===== config.mk =====
export PLATFORM = sky130hd
export DESIGN_NAME = two_level_priority_message_queue_core
export DESIGN_NICKNAME = d
export VERILOG_FILES = /design/src/hw/rtl/tlpmq_pkg.sv /design/src/hw/rtl/two_level_priority_message_queue_core.sv
export SDC_FILE = /design/constraint.sdc
export NUM_CORES = 2
export LEC_CHECK = 0
export ABC_AREA = 1
export BUFFER_PORTS_ARGS = -buffer_cell sky130_fd_sc_hd__clkbuf_2
export CAP_MARGIN = 20
export CORE_ASPECT_RATIO = 0.7
export CORE_MARGIN = 2
export CORE_UTILIZATION = 45
export DETAILED_ROUTE_END_ITERATION = 6
export SLEW_MARGIN = 20
export SYNTH_ARGS = -nofsm -noshare
export SYNTH_HDL_FRONTEND = slang
export SYNTH_SLANG_ARGS = --single-unit

===== constraint.sdc =====
create_clock -name clock -period 12.1 [get_ports clock]
set_input_delay 1.21 -clock clock [delete_from_list [all_inputs] [get_ports clock]]
set_output_delay 1.21 -clock clock [all_outputs]
set_load 0.005 [all_outputs]

===== src/hw/rtl/tlpmq_pkg.sv =====
// ----------------------------------------------------------------------------
// Two-level priority message queue: shared definitions
//
// Ring sizes, pointer and count widths, operation and status codes, the
// stored message word, and the pointer arithmetic of both rings.
// ----------------------------------------------------------------------------
`default_nettype none

package tlpmq_pkg;

   // Ring sizes and the widths that follow from them.
   localparam int NRM_DEPTH = 16;
   localparam int PRI_DEPTH = 8;

   localparam int NRM_PTR_W = $clog2(2 * NRM_DEPTH);
   localparam int NRM_IDX_W = $clog2(NRM_DEPTH);
   localparam int NRM_CNT_W = $clog2(NRM_DEPTH + 1);
   localparam int PRI_PTR_W = $clog2(2 * PRI_DEPTH);
   localparam int PRI_IDX_W = $clog2(PRI_DEPTH);
   localparam int PRI_CNT_W = $clog2(PRI_DEPTH + 1);

   // Scan cursor and remaining-entry counter serve whichever ring is scanned.
   localparam int CUR_W  = (NRM_PTR_W > PRI_PTR_W) ? NRM_PTR_W : PRI_PTR_W;
   localparam int LEFT_W = (NRM_CNT_W > PRI_CNT_W) ? NRM_CNT_W : PRI_CNT_W;

   // Fixed field widths.
   localparam int OP_W     = 3;
   localparam int SINK_W   = 8;
   localparam int WORD_W   = 32;
   localparam int STATUS_W = 2;
   localparam int CSR_IDX_W = 1;

   // Configuration register indexes.
   localparam logic [CSR_IDX_W-1:0] CSR_ABORTED   = 1'b0;
   localparam logic [CSR_IDX_W-1:0] CSR_HIGH_PRIO = 1'b1;

   localparam logic [WORD_W-1:0] HIGH_PRIO_RESET = 32'd1;

   typedef enum logic [OP_W-1:0] {
      OP_PUSH       = 3'd0,
      OP_POP        = 3'd1,
      OP_FLUSH_ALL  = 3'd2,
      OP_FLUSH_SINK = 3'd3,
      OP_STATUS     = 3'd4
   } op_type;

   typedef enum logic [STATUS_W-1:0] {
      STAT_OK      = 2'd0,
      STAT_ABORTED = 2'd1,
      STAT_FULL    = 2'd2,
      STAT_EMPTY   = 2'd3
   } status_type;

   typedef enum logic [2:0] {
      ST_IDLE,
      ST_POP_SCAN,
      ST_FLUSH_READ,
      ST_FLUSH_CHECK,
      ST_DONE
   } state_type;

   // One stored message.
   typedef struct packed {
      logic [SINK_W-1:0] sink;
      logic [WORD_W-1:0] code;
      logic [WORD_W-1:0] param;
   } entry_type;

   // Pointers count modulo twice the depth; the entry index is the pointer
   // modulo the depth.
   function automatic logic [NRM_PTR_W-1:0] nrm_next(input logic [NRM_PTR_W-1:0] p);
      if (p == NRM_PTR_W'(2 * NRM_DEPTH - 1)) begin
         return '0;
      end
      return p + NRM_PTR_W'(1);
   endfunction

   function automatic logic [NRM_IDX_W-1:0] nrm_idx(input logic [NRM_PTR_W-1:0] p);
      logic [NRM_PTR_W-1:0] t;
      t = (p >= NRM_PTR_W'(NRM_DEPTH)) ? p - NRM_PTR_W'(NRM_DEPTH) : p;
      return t[NRM_IDX_W-1:0];
   endfunction

   function automatic logic [NRM_CNT_W-1:0] nrm_count(input logic [NRM_PTR_W-1:0] wr,
                                                      input logic [NRM_PTR_W-1:0] rd);
      logic [NRM_PTR_W:0] t;
      if (wr >= rd) begin
         t = {1'b0, wr} - {1'b0, rd};
      end else begin
         t = {1'b0, wr} + (NRM_PTR_W + 1)'(2 * NRM_DEPTH) - {1'b0, rd};
      end
      return t[NRM_CNT_W-1:0];
   endfunction

   function automatic logic [PRI_PTR_W-1:0] pri_next(input logic [PRI_PTR_W-1:0] p);
      if (p == PRI_PTR_W'(2 * PRI_DEPTH - 1)) begin
         return '0;
      end
      return p + PRI_PTR_W'(1);
   endfunction

   function automatic logic [PRI_IDX_W-1:0] pri_idx(input logic [PRI_PTR_W-1:0] p);
      logic [PRI_PTR_W-1:0] t;
      t = (p >= PRI_PTR_W'(PRI_DEPTH)) ? p - PRI_PTR_W'(PRI_DEPTH) : p;
      return t[PRI_IDX_W-1:0];
   endfunction

   function automatic logic [PRI_CNT_W-1:0] pri_count(input logic [PRI_PTR_W-1:0] wr,
                                                      input logic [PRI_PTR_W-1:0] rd);
      logic [PRI_PTR_W:0] t;
      if (wr >= rd) begin
         t = {1'b0, wr} - {1'b0, rd};
      end else begin
         t = {1'b0, wr} + (PRI_PTR_W + 1)'(2 * PRI_DEPTH) - {1'b0, rd};
      end
      return t[PRI_CNT_W-1:0];
   endfunction

endpackage

`default_nettype wire


===== src/hw/rtl/two_level_priority_message_queue_core.sv =====
// ----------------------------------------------------------------------------
// Two-level priority message queue core
//
// Keeps a priority ring and a normal ring of messages. Pushes are routed by
// the parameter word, pops serve the priority ring first and drop flushed
// entries, and flush-by-sink walks the live window of each ring in turn.
// ----------------------------------------------------------------------------
//
//   Port group | Direction | Handshake           | Word carried
//   -----------+-----------+---------------------+------------------------------
//   req_       | in        | req_valid/req_ready | op, sink id, code, parameter
//   rsp_       | out       | rsp_valid/rsp_ready | status, message, ring counts
//   csr_       | in        | csr_valid/csr_ready | register index, write data
//
// Push, flush-all, status and refused words pass from the idle state to the
// done state and then load the result register. A pop walks the priority ring
// and then the normal ring, dropping or delivering one head entry at a time.
// Flush-by-sink reads and then checks each entry of each ring's window in turn;
// each message memory's one read port and the single sink comparator set this.
// Reset is synchronous and needs no clearing pass; the live marks clear at once.
// A new request word is taken while an earlier result still waits in the
// output register; a stalled result only holds the core in its final state.
// ----------------------------------------------------------------------------
`default_nettype none

module two_level_priority_message_queue_core (
   input  wire                                  clock,
   input  wire                                  reset,
   // Request channel
   input  wire                                  req_valid,
   output logic                                 req_ready,
   input  wire  [tlpmq_pkg::OP_W-1:0]           req_op,
   input  wire  [tlpmq_pkg::SINK_W-1:0]         req_sink_id,
   input  wire  [tlpmq_pkg::WORD_W-1:0]         req_msg_code,
   input  wire  [tlpmq_pkg::WORD_W-1:0]         req_msg_param,
   // Response channel
   output logic                                 rsp_valid,
   input  wire                                  rsp_ready,
   output logic [tlpmq_pkg::STATUS_W-1:0]       rsp_status,
   output logic                                 rsp_out_valid,
   output logic [tlpmq_pkg::SINK_W-1:0]         rsp_out_sink_id,
   output logic [tlpmq_pkg::WORD_W-1:0]         rsp_out_code,
   output logic [tlpmq_pkg::WORD_W-1:0]         rsp_out_param,
   output logic                                 rsp_out_from_priority,
   output logic [tlpmq_pkg::NRM_CNT_W-1:0]      rsp_normal_count,
   output logic [tlpmq_pkg::PRI_CNT_W-1:0]      rsp_priority_count,
   // Configuration channel
   input  wire                                  csr_valid,
   output logic                                 csr_ready,
   input  wire  [tlpmq_pkg::CSR_IDX_W-1:0]      csr_index,
   input  wire  [tlpmq_pkg::WORD_W-1:0]         csr_wdata
);

   // Sequencer and pointer state.
   tlpmq_pkg::state_type                 state_ff, state_in;
   logic [tlpmq_pkg::NRM_PTR_W-1:0]      nrm_rd_ff, nrm_rd_in, nrm_wr_ff, nrm_wr_in;
   logic [tlpmq_pkg::PRI_PTR_W-1:0]      pri_rd_ff, pri_rd_in, pri_wr_ff, pri_wr_in;
   logic [tlpmq_pkg::NRM_DEPTH-1:0]      nrm_live_ff, nrm_live_in;
   logic [tlpmq_pkg::PRI_DEPTH-1:0]      pri_live_ff, pri_live_in;
   logic                                 ring_sel_ff, ring_sel_in;  // 1: priority ring
   logic [tlpmq_pkg::CUR_W-1:0]          cur_ff, cur_in;
   logic [tlpmq_pkg::LEFT_W-1:0]         left_ff, left_in;
   logic [tlpmq_pkg::SINK_W-1:0]         sink_ff, sink_in;
   tlpmq_pkg::status_type                status_ff, status_in;
   logic                                 hit_ff, hit_in;
   logic                                 hit_prio_ff, hit_prio_in;

   // Configuration registers.
   logic                                 aborted_ff, aborted_in;
   logic [tlpmq_pkg::WORD_W-1:0]         hpv_ff, hpv_in;

   // Result register.
   logic                                 rsp_valid_ff, rsp_valid_in;
   logic                                 rsp_load;
   tlpmq_pkg::status_type                rsp_status_ff;
   logic                                 rsp_hit_ff, rsp_prio_ff;
   tlpmq_pkg::entry_type                 rsp_entry_ff, rsp_entry_in;
   logic [tlpmq_pkg::NRM_CNT_W-1:0]      rsp_ncnt_ff;
   logic [tlpmq_pkg::PRI_CNT_W-1:0]      rsp_pcnt_ff;

   // Message memories.
   tlpmq_pkg::entry_type                 nrm_mem [tlpmq_pkg::NRM_DEPTH];
   tlpmq_pkg::entry_type                 pri_mem [tlpmq_pkg::PRI_DEPTH];
   tlpmq_pkg::entry_type                 nrm_rdata_ff, pri_rdata_ff, wentry;
   logic                                 nrm_we, pri_we, mem_re;

   // Derived pointer values.
   logic [tlpmq_pkg::NRM_CNT_W-1:0]      nrm_cnt;
   logic [tlpmq_pkg::PRI_CNT_W-1:0]      pri_cnt;
   logic [tlpmq_pkg::NRM_IDX_W-1:0]      nrm_scan_idx, nrm_wr_idx;
   logic [tlpmq_pkg::PRI_IDX_W-1:0]      pri_scan_idx, pri_wr_idx;
   logic [tlpmq_pkg::NRM_PTR_W-1:0]      cur_nrm;
   logic [tlpmq_pkg::PRI_PTR_W-1:0]      cur_pri;
   logic                                 sink_hit;

   assign cur_nrm    = cur_ff[tlpmq_pkg::NRM_PTR_W-1:0];
   assign cur_pri    = cur_ff[tlpmq_pkg::PRI_PTR_W-1:0];
   assign nrm_cnt    = tlpmq_pkg::nrm_count(nrm_wr_ff, nrm_rd_ff);
   assign pri_cnt    = tlpmq_pkg::pri_count(pri_wr_ff, pri_rd_ff);
   assign nrm_wr_idx = tlpmq_pkg::nrm_idx(nrm_wr_ff);
   assign pri_wr_idx = tlpmq_pkg::pri_idx(pri_wr_ff);

   // A pop scans from the read pointer, a flush from its own cursor.
   assign nrm_scan_idx = (state_ff == tlpmq_pkg::ST_POP_SCAN) ?
                         tlpmq_pkg::nrm_idx(nrm_rd_ff) : tlpmq_pkg::nrm_idx(cur_nrm);
   assign pri_scan_idx = (state_ff == tlpmq_pkg::ST_POP_SCAN) ?
                         tlpmq_pkg::pri_idx(pri_rd_ff) : tlpmq_pkg::pri_idx(cur_pri);
   assign mem_re = (state_ff == tlpmq_pkg::ST_POP_SCAN) ||
                   (state_ff == tlpmq_pkg::ST_FLUSH_READ);

   // The one sink comparator, shared between the rings.
   assign sink_hit = ((ring_sel_ff ? pri_rdata_ff.sink : nrm_rdata_ff.sink) == sink_ff);

   assign wentry.sink  = req_sink_id;
   assign wentry.code  = req_msg_code;
   assign wentry.param = req_msg_param;

   assign req_ready = (state_ff == tlpmq_pkg::ST_IDLE);
   assign csr_ready = 1'b1;

   // Configuration writes.
   always_comb begin
      aborted_in = aborted_ff;
      hpv_in     = hpv_ff;
      if (csr_valid) begin
         unique case (csr_index)
            tlpmq_pkg::CSR_ABORTED:   aborted_in = csr_wdata[0];
            tlpmq_pkg::CSR_HIGH_PRIO: hpv_in     = csr_wdata;
            default: ;
         endcase
      end
   end

   // Sequencer: next state and datapath control.
   always_comb begin
      state_in     = state_ff;
      nrm_rd_in    = nrm_rd_ff;
      nrm_wr_in    = nrm_wr_ff;
      pri_rd_in    = pri_rd_ff;
      pri_wr_in    = pri_wr_ff;
      nrm_live_in  = nrm_live_ff;
      pri_live_in  = pri_live_ff;
      ring_sel_in  = ring_sel_ff;
      cur_in       = cur_ff;
      left_in      = left_ff;
      sink_in      = sink_ff;
      status_in    = status_ff;
      hit_in       = hit_ff;
      hit_prio_in  = hit_prio_ff;
      nrm_we       = 1'b0;
      pri_we       = 1'b0;
      rsp_load     = 1'b0;

      unique case (state_ff)
         tlpmq_pkg::ST_IDLE: begin
            if (req_valid) begin
               sink_in     = req_sink_id;
               status_in   = tlpmq_pkg::STAT_OK;
               hit_in      = 1'b0;
               hit_prio_in = 1'b0;
               state_in    = tlpmq_pkg::ST_DONE;
               if (aborted_ff) begin
                  status_in = tlpmq_pkg::STAT_ABORTED;
               end else begin
                  unique case (req_op)
                     tlpmq_pkg::OP_PUSH: begin
                        if (req_msg_param == hpv_ff) begin
                           if (pri_cnt >= tlpmq_pkg::PRI_CNT_W'(tlpmq_pkg::PRI_DEPTH)) begin
                              status_in = tlpmq_pkg::STAT_FULL;
                           end else begin
                              pri_we                  = 1'b1;
                              pri_live_in[pri_wr_idx] = 1'b1;
                              pri_wr_in               = tlpmq_pkg::pri_next(pri_wr_ff);
                           end
                        end else begin
                           if (nrm_cnt >= tlpmq_pkg::NRM_CNT_W'(tlpmq_pkg::NRM_DEPTH)) begin
                              status_in = tlpmq_pkg::STAT_FULL;
                           end else begin
                              nrm_we                  = 1'b1;
                              nrm_live_in[nrm_wr_idx] = 1'b1;
                              nrm_wr_in               = tlpmq_pkg::nrm_next(nrm_wr_ff);
                           end
                        end
                     end
                     tlpmq_pkg::OP_POP: begin
                        ring_sel_in = 1'b1;
                        state_in    = tlpmq_pkg::ST_POP_SCAN;
                     end
                     tlpmq_pkg::OP_FLUSH_ALL: begin
                        pri_rd_in = pri_wr_ff;
                        nrm_rd_in = nrm_wr_ff;
                     end
                     tlpmq_pkg::OP_FLUSH_SINK: begin
                        ring_sel_in = 1'b1;
                        cur_in      = tlpmq_pkg::CUR_W'(pri_rd_ff);
                        left_in     = tlpmq_pkg::LEFT_W'(pri_cnt);
                        state_in    = tlpmq_pkg::ST_FLUSH_READ;
                     end
                     tlpmq_pkg::OP_STATUS: begin
                        if ((nrm_cnt == '0) && (pri_cnt == '0)) begin
                           status_in = tlpmq_pkg::STAT_EMPTY;
                        end else if ((nrm_cnt >= tlpmq_pkg::NRM_CNT_W'(tlpmq_pkg::NRM_DEPTH)) ||
                                     (pri_cnt >= tlpmq_pkg::PRI_CNT_W'(tlpmq_pkg::PRI_DEPTH))) begin
                           status_in = tlpmq_pkg::STAT_FULL;
                        end
                     end
                     default: ;
                  endcase
               end
            end
         end

         // Drop one head entry per cycle; the first live one is delivered.
         tlpmq_pkg::ST_POP_SCAN: begin
            if (ring_sel_ff) begin
               if (pri_cnt != '0) begin
                  pri_rd_in = tlpmq_pkg::pri_next(pri_rd_ff);
                  if (pri_live_ff[pri_scan_idx]) begin
                     pri_live_in[pri_scan_idx] = 1'b0;
                     hit_in      = 1'b1;
                     hit_prio_in = 1'b1;
                     state_in    = tlpmq_pkg::ST_DONE;
                  end
               end else begin
                  ring_sel_in = 1'b0;
               end
            end else begin
               if (nrm_cnt != '0) begin
                  nrm_rd_in = tlpmq_pkg::nrm_next(nrm_rd_ff);
                  if (nrm_live_ff[nrm_scan_idx]) begin
                     nrm_live_in[nrm_scan_idx] = 1'b0;
                     hit_in   = 1'b1;
                     state_in = tlpmq_pkg::ST_DONE;
                  end
               end else begin
                  status_in = tlpmq_pkg::STAT_EMPTY;
                  state_in  = tlpmq_pkg::ST_DONE;
               end
            end
         end

         // Issue the memory read for the cursor entry, or move to the next ring or finish.
         tlpmq_pkg::ST_FLUSH_READ: begin
            if (left_ff == '0) begin
               if (ring_sel_ff) begin
                  ring_sel_in = 1'b0;
                  cur_in      = tlpmq_pkg::CUR_W'(nrm_rd_ff);
                  left_in     = tlpmq_pkg::LEFT_W'(nrm_cnt);
               end else begin
                  state_in = tlpmq_pkg::ST_DONE;
               end
            end else begin
               state_in = tlpmq_pkg::ST_FLUSH_CHECK;
            end
         end

         // Kill a matching live entry; the read pointer follows only at the head.
         tlpmq_pkg::ST_FLUSH_CHECK: begin
            if (ring_sel_ff) begin
               if (pri_live_ff[pri_scan_idx] && sink_hit) begin
                  pri_live_in[pri_scan_idx] = 1'b0;
                  if (cur_pri == pri_rd_ff) begin
                     pri_rd_in = tlpmq_pkg::pri_next(pri_rd_ff);
                  end
               end
               cur_in = tlpmq_pkg::CUR_W'(tlpmq_pkg::pri_next(cur_pri));
            end else begin
               if (nrm_live_ff[nrm_scan_idx] && sink_hit) begin
                  nrm_live_in[nrm_scan_idx] = 1'b0;
                  if (cur_nrm == nrm_rd_ff) begin
                     nrm_rd_in = tlpmq_pkg::nrm_next(nrm_rd_ff);
                  end
               end
               cur_in = tlpmq_pkg::CUR_W'(tlpmq_pkg::nrm_next(cur_nrm));
            end
            left_in  = left_ff - tlpmq_pkg::LEFT_W'(1);
            state_in = tlpmq_pkg::ST_FLUSH_READ;
         end

         // Hand the word to the result register once it is free.
         tlpmq_pkg::ST_DONE: begin
            if (!rsp_valid_ff || rsp_ready) begin
               rsp_load = 1'b1;
               state_in = tlpmq_pkg::ST_IDLE;
            end
         end

         default: state_in = tlpmq_pkg::ST_IDLE;
      endcase
   end

   // Result register next values.
   always_comb begin
      rsp_valid_in = rsp_valid_ff && !rsp_ready;
      if (rsp_load) begin
         rsp_valid_in = 1'b1;
      end
      if (!hit_ff) begin
         rsp_entry_in = '0;
      end else if (hit_prio_ff) begin
         rsp_entry_in = pri_rdata_ff;
      end else begin
         rsp_entry_in = nrm_rdata_ff;
      end
   end

   // Control registers.
   always_ff @(posedge clock) begin
      if (reset) begin
         state_ff     <= tlpmq_pkg::ST_IDLE;
         nrm_rd_ff    <= '0;
         nrm_wr_ff    <= '0;
         pri_rd_ff    <= '0;
         pri_wr_ff    <= '0;
         nrm_live_ff  <= '0;
         pri_live_ff  <= '0;
         aborted_ff   <= 1'b0;
         hpv_ff       <= tlpmq_pkg::HIGH_PRIO_RESET;
         rsp_valid_ff <= 1'b0;
      end else begin
         state_ff     <= state_in;
         nrm_rd_ff    <= nrm_rd_in;
         nrm_wr_ff    <= nrm_wr_in;
         pri_rd_ff    <= pri_rd_in;
         pri_wr_ff    <= pri_wr_in;
         nrm_live_ff  <= nrm_live_in;
         pri_live_ff  <= pri_live_in;
         aborted_ff   <= aborted_in;
         hpv_ff       <= hpv_in;
         rsp_valid_ff <= rsp_valid_in;
      end
   end

   // Working registers and the result payload.
   always_ff @(posedge clock) begin
      ring_sel_ff <= ring_sel_in;
      cur_ff      <= cur_in;
      left_ff     <= left_in;
      sink_ff     <= sink_in;
      status_ff   <= status_in;
      hit_ff      <= hit_in;
      hit_prio_ff <= hit_prio_in;
      if (rsp_load) begin
         rsp_status_ff <= status_ff;
         rsp_hit_ff    <= hit_ff;
         rsp_prio_ff   <= hit_ff && hit_prio_ff;
         rsp_entry_ff  <= rsp_entry_in;
         rsp_ncnt_ff   <= nrm_cnt;
         rsp_pcnt_ff   <= pri_cnt;
      end
   end

   // Message memories: one write and one registered read each.
   always_ff @(posedge clock) begin
      if (nrm_we) begin
         nrm_mem[nrm_wr_idx] <= wentry;
      end
      if (mem_re) begin
         nrm_rdata_ff <= nrm_mem[nrm_scan_idx];
      end
   end

   always_ff @(posedge clock) begin
      if (pri_we) begin
         pri_mem[pri_wr_idx] <= wentry;
      end
      if (mem_re) begin
         pri_rdata_ff <= pri_mem[pri_scan_idx];
      end
   end

   // Outputs.
   assign rsp_valid             = rsp_valid_ff;
   assign rsp_status            = rsp_status_ff;
   assign rsp_out_valid         = rsp_hit_ff;
   assign rsp_out_sink_id       = rsp_entry_ff.sink;
   assign rsp_out_code          = rsp_entry_ff.code;
   assign rsp_out_param         = rsp_entry_ff.param;
   assign rsp_out_from_priority = rsp_prio_ff;
   assign rsp_normal_count      = rsp_ncnt_ff;
   assign rsp_priority_count    = rsp_pcnt_ff;

   // Neither ring ever holds more entries than it has places.
   a_ring_bounds : assert property (@(posedge clock) disable iff (reset)
      (nrm_cnt <= tlpmq_pkg::NRM_CNT_W'(tlpmq_pkg::NRM_DEPTH)) &&
      (pri_cnt <= tlpmq_pkg::PRI_CNT_W'(tlpmq_pkg::PRI_DEPTH)))
      else $error("ring occupancy exceeds its depth");

   // A pop only falls through to the normal ring once the priority ring is empty.
   a_pop_order : assert property (@(posedge clock) disable iff (reset)
      (state_ff == tlpmq_pkg::ST_POP_SCAN) && !ring_sel_ff |-> (pri_cnt == '0))
      else $error("normal ring served while priority ring holds entries");

   // A delivered message always carries an ok status.
   a_deliver_ok : assert property (@(posedge clock) disable iff (reset)
      rsp_valid && rsp_out_valid |-> (rsp_status == tlpmq_pkg::STAT_OK))
      else $error("message delivered with a failing status");

   // The priority mark only accompanies a delivered message.
   a_prio_mark : assert property (@(posedge clock) disable iff (reset)
      rsp_valid && rsp_out_from_priority |-> rsp_out_valid)
      else $error("priority mark set without a message");

   // An aborted word leaves the read and write pointers untouched.
   a_refused_stable : assert property (@(posedge clock) disable iff (reset)
      (state_ff == tlpmq_pkg::ST_IDLE) && req_valid && aborted_ff |=>
      ($stable(nrm_wr_ff) && $stable(pri_wr_ff) && $stable(nrm_rd_ff) && $stable(pri_rd_ff)))
      else $error("aborted word changed a ring pointer");

endmodule

`default_nettype wire


* Word level (Yosys, flattened, before mapping) *
Memory sizes are Yosys's and may differ from the RTL's. A register that Yosys moved wholly into a read port is not among the register bits.
Cells that the tools add are included.
Widths: inputs -> output; s select.

word-level totals
  register bits = 187
  RAM bits = 1728
  input port bits = 113
  output and inout bits = 88
  memories kept = 2

cells by class
  add/sub/neg operators = 19
  magnitude comparators = 18
  equal/unequal tests = 50
  mux-type cells = 185
  bitwise logic cells = 11
  reduce and logical (&&, ||, !) cells = 41

memories
  name     depth  bits a word  read ports  clocked after Yosys merged registers in  wr ports  line                                         source
  nrm_mem  16     72           1           1                                        1         two_level_priority_message_queue_core.sv:82  tlpmq_pkg::entry_type nrm_mem [tlpmq_pkg::NRM_DEPTH];
  pri_mem  8      72           1           1                                        1         two_level_priority_message_queue_core.sv:83  tlpmq_pkg::entry_type pri_mem [tlpmq_pkg::PRI_DEPTH];

operators with widths
  cell                 number
  $mux 16              10
  $mux 5               27
  $mux 8               11
  $mux 4               20
  $mux 1               74
  $mux 72              1
  $pmux 16 s3          1
  $pmux 5 s3           3
  $mux 3               14
  $ne 2x2->1 const B   17
  $eq 32x32->1         1
  $reduce_and 6->1     5
  $pmux 8 s3           1
  $reduce_and 11->1    2
  $add 5x1->5 const B  4
  $ge 5x5->1 const B   4
  $mux 2               9
  $ne 2x1->1 const B   9
  $reduce_and 9->1     2
  $add 4x1->4 const B  4
  $and 16x16->16       1
  $ge 4x4->1 const B   4
  $not 16->16          1
  $or 16x16->16        1
  other kinds (50)     98

* Logic depth before layout (Yosys ltp) *
  depth after elaboration = 14
  mapped depth = 19
  gate-level depth less buffers = 18

* Worst setup path before layout *
Ideal clock, no wire load.

  path kind = input-to-reg
  from = input req_msg_param[4] in the netlist's numbering
  to = memory pri_mem[0][0] in the netlist's numbering (enable)
  library setup time = 0.680 ns
  data arrival time = 8.913 ns
  path slack = 2.508 ns
  stages on the path = 10
  cell sequence = inv_1 > or2_2 > nand3_1 > nor2_1 > nand2_1 > nor2_1 > nand2_1 > nor2_1 > nand2_1 > nor4_1

between the ends
  word-level cells in the longest chain between the ends = 8

RTL lines
  what                          line                                          source
  start: declaration            two_level_priority_message_queue_core.sv:35   input wire [tlpmq_pkg::WORD_W-1:0] req_msg_param,
  $eq 32x32->1                  two_level_priority_message_queue_core.sv:167  if (req_msg_param == hpv_ff) begin
  $mux 1                        two_level_priority_message_queue_core.sv:167
  $mux 1                        two_level_priority_message_queue_core.sv:165  unique case (req_op)
  $mux 1                        two_level_priority_message_queue_core.sv:162  if (aborted_ff) begin
  $mux 1                        two_level_priority_message_queue_core.sv:156  if (req_valid) begin
  $mux 1                        two_level_priority_message_queue_core.sv:154  unique case (state_ff)
  $mux 1                        two_level_priority_message_queue_core.sv:364  if (pri_we) begin
  $mux 1 (implied by the code)  two_level_priority_message_queue_core.sv:365  pri_mem[pri_wr_idx] <= wentry;
  end: declaration              two_level_priority_message_queue_core.sv:83

Every way passes these cells.

* Worst setup path after layout *
  from = register state_ff[1]
  to = register nrm_rdata_ff[64] (netlist name)

between the ends
  word-level cells in the longest chain between the ends = 2

RTL lines
  what                                        line                                                                                                                                      source
  start: declaration                          two_level_priority_message_queue_core.sv:55                                                                                               tlpmq_pkg::state_type state_ff, state_in;
  start signal: assignment                    two_level_priority_message_queue_core.sv:310                                                                                              state_ff <= tlpmq_pkg::ST_IDLE;
  start signal: assignment                    two_level_priority_message_queue_core.sv:321                                                                                              state_ff <= state_in;
  $eq 3x1->1 or $eq 3x2->1 (tied branches)    two_level_priority_message_queue_core.sv:104, two_level_priority_message_queue_core.sv:108, two_level_priority_message_queue_core.sv:109
  $mux 4 or $logic_or 1x1->1 (tied branches)  two_level_priority_message_queue_core.sv:104, two_level_priority_message_queue_core.sv:108

Several ways; a longest one is shown, not always the timed one.
A chain may end at the register's enable or synchronous reset.

==> impl_metrics.csv <==
group,metric,value,unit
status,status,"finished clean",
worst_setup_path,cp-startpoint,"state_ff[1]$_SDFFE_PP0P_",
cts,cts_tree,"built",
layout,finish.net_count,5521,
sta,period_minus_slack,5030,ps
worst_setup_path,timing.setup.critical_path_class,"reg2reg",
synth,ys.warnings.count,0,
cts,clkSlewWorstSetupHoldPaths,60,ps
synth,synth_edf_count,1980,
floorplanning,die_area,175000,sq um
synth,ys_ff_latch,2059,
placement,place.detailed.instances,7448,
floorplanning,core-area,171000,sq um
worst_setup_path,worst_ep_arrival_time,5710,ps
worst_setup_path,cell_by_cell_listing_of_the_critical_path,"inv_2 -> nand3_4 -> nand2_1 -> nand2_1 -> nor2_4 -> buf_12 -> buf_4 -> a22oi_1 -> nand2_1 -> nand2_1 -> nand4_1",
layout,layout.filler_cells,14200,
sta,final.setup_skew,59.0,ps
detailed_routing,detail_route.wl_per_cell,27.6,um
sta,min_period_over_period,0.416,
global_routing,vias_in_the_first_global_route,43500,
synth,most_frequent_cell_after_synthesis,"edfxtp_1",
cts,clock_insertion_delay_worst_skew,840,ps
worst_setup_path,rr_startpoint,"state_ff[1]$_SDFFE_PP0P_",
layout,final_core_util,0.509,
cts,clock-sinks,2059,
synth,synthesis.area,77300,sq um
placement,routabilityCongestion,0.876,
global_routing,global_route_total_usage_across_every_layer,0.242,
sta,timing_max_transition_violations_final,0,
placement,dp_slack,6260,ps
detailed_routing,firstDrtPassIters,6,
synth,synth.top_cell.area_share,0.769,
global_routing,grt_pass1_wl,309000,um
worst_setup_path,cp.required,12780,ps
detailed_routing,via_per_instance_ratio,5.91,
floorplanning,die-height,351,um
sta,worst_slew_pin_slew,1110,ps
synth,synth_top_cells_by_area,"edfxtp_1 (77%), a22oi_1 (6.2%), nand2_1 (5.1%)",
power,p_per_area,220,nW/um^2
floorplanning,ioPinCount,201,
cts,clock_tree.root_cell,"clkbuf_16",
layout,ff_latch_area,61000,sq um
synth,avgSynthCellArea,15.0,sq um
synth,postSynthCellCount,5166,
detailed_routing,route.detailed.drc,0,
synth,ys_seq_area_frac,0.790,
global_routing,globalRouteOverflowTotal,0,
sta,max_freq,199,MHz
sta,final_hold_viol_count,0,
sta,worst_slack,7070,ps
layout,area_of_combinational_cells_with_multiple_inputs,14900,sq um
worst_setup_path,cp_top_family,"simple AND/OR/NAND/NOR gates",
cts,post_cts_resize_count,0,
cts,cts_setup_buffers,0,
worst_hold_path,timing.hold.worst.class,"reg2reg",
power,vdd_ir_drop_max,0.159,mV
synth,ffs_w_async_s_r_synth,0,
worst_setup_path,cp_max_fo,131,
layout,drive_above_1_share,0.115,
sta,finalSetupTns,0,ps
sta,setup_violations,0,
floorplanning,start_util,0.452,
placement,hpwl,119000,um
global_routing,grt_start_max_net_pins,132,
synth,synth_top_flop_cell,"edfxtp_1",
worst_setup_path,critical_path.max_stage_delay,870,ps
worst_setup_path,end_kind,"flop",
power,leakagePower,29.1,nW
layout,areaGrowthSynthToFinish,12.5,%
layout,fin_cells,7804,
job,max_cap_viol_count,0,
sta,hold_slack,425,ps
global_routing,grt_antenna_before_repair,17,
detailed_routing,detailedRoute.firstIterationViolations,6262,
placement,portBuffers,199,
floorplanning,die_w,499,um
synth,synth.lib_cells_used.distinct,52,
synth,synthDominantAreaCellType,"edfxtp_1",
cts,tritoncts.num_buffers,189,
cts,htree_levels,4,
floorplanning,number_of_rows_in_the_core_area,127,
worst_setup_path,critPathMostFrequentCell,"nand2_1",
detailed_routing,routed_wl,215000,um
sta,rsz0062_at_grt,"no",
sta,slew-limit-headroom,0.260,
cts,cts.path.max_buffers,3,
synth,ys_top_cells_by_count,"edfxtp_1 (1,980), nand2_1 (1,043), a22oi_1 (639)",
cts,cts_hold_buf,0,
synth,postSynthNetCount,5301,
worst_hold_path,min-delay-start,"status_ff[1]$_SDFFCE_PN1P_",
detailed_routing,antenna_left,0,
worst_setup_path,start_kind,"flop",
worst_setup_path,critical_path.slowest_cell,"nor2_4",
detailed_routing,routed-via-count,46100,
worst_setup_path,critical_path.n_buffers_inverters,3,
## flip-flops by register name, summed over array words and instances, names as in the netlist, 16 cells and up
register / cells
hpv_ff: 32
nrm_live_ff: 16
nrm_mem: 1152
nrm_rdata_ff: 72
pri_mem: 576
pri_rdata_ff: 72
rsp_out_code: 32
rsp_out_param: 32
## final timing paths
check,cells past startpoint,end,slack (ps)
max,11,nrm_rdata_ff[64]$_DFFE_PP_,7070
min,0,rsp_status[1]$_DFFE_PP_,420
max reg2reg,11,nrm_rdata_ff[64]$_DFFE_PP_,7070
min reg2reg,0,rsp_status[1]$_DFFE_PP_,420
## cell families (layout without fill, tap and decap cells)
group                      Yosys count  in the layout  share of synthesized area
DFF                               2059           2059                      0.790
and+or+nand+nor                   1618           1618                     0.0860
AOI/OAI and AO/OA                 1016           1016                     0.0939
buffers and inverters              396            771                     0.0206
xor gates and xnor gates            54             54                    0.00612
adders and majority gates           22             22                    0.00376
other                                1              7                  0.0000485
## layout make-up
cell class / count / share of cell area
diodes: 6 / 0.000173
clock buffers: 241 / 0.0569
clock inverters: 105 / 0.0103
inverters: 126 / 0.00571
multi-input cells: 2711 / 0.172
flip-flops and latches: 2059 / 0.702
well taps: 2257 / 0.0325
repair buffers: 299 / 0.0213
## per-layer routing
| layer | part of all wire | global-route usage | vias up |
|---|---|---|---|
| met5 | 0.00014 | 0 | - |
| met4 | 0.022 | 0.0633 | 6 |
| met3 | 0.10 | 0.0605 | 270 |
| met2 | 0.43 | 0.346 | 2430 |
| met1 | 0.44 | 0.368 | 23300 |
| li1 | - | - | 20100 |
## per-stage QoR
| stage | power (mW) | cell area (sq um) |
|---|---|---|
| floorplan | 11.6 | 77300 |
| global placement | 13.5 | 81000 |
| finish | 19.2 | 87000 |
| CTS | 19.2 | 86900 |
| global route | 20.0 | 87000 |
| detailed placement | 13.5 | 81000 |
## report_power, final
part	internal [mW]	switching, mW
Clock	3.10	2.64
Combinational	1.26	3.48
Sequential	8.49	0.200
Total	12.9	6.32
## cells in the final DEF (no fill, tap or decap), types with 45 or more instances in the layout
cell       instances
a22oi_1          639
clkbuf_16        190
inv_1            102
xnor2_1           45
nand3_1           78
clkbuf_1          51
nand2_1         1041
dfxtp_1           79
buf_4             93
edfxtp_1        1980
a221oi_1          90
nand4_1          129
clkbuf_2         199
nor2_1           304
o21ai_0          161
Power figures use the tool's default switching activity.
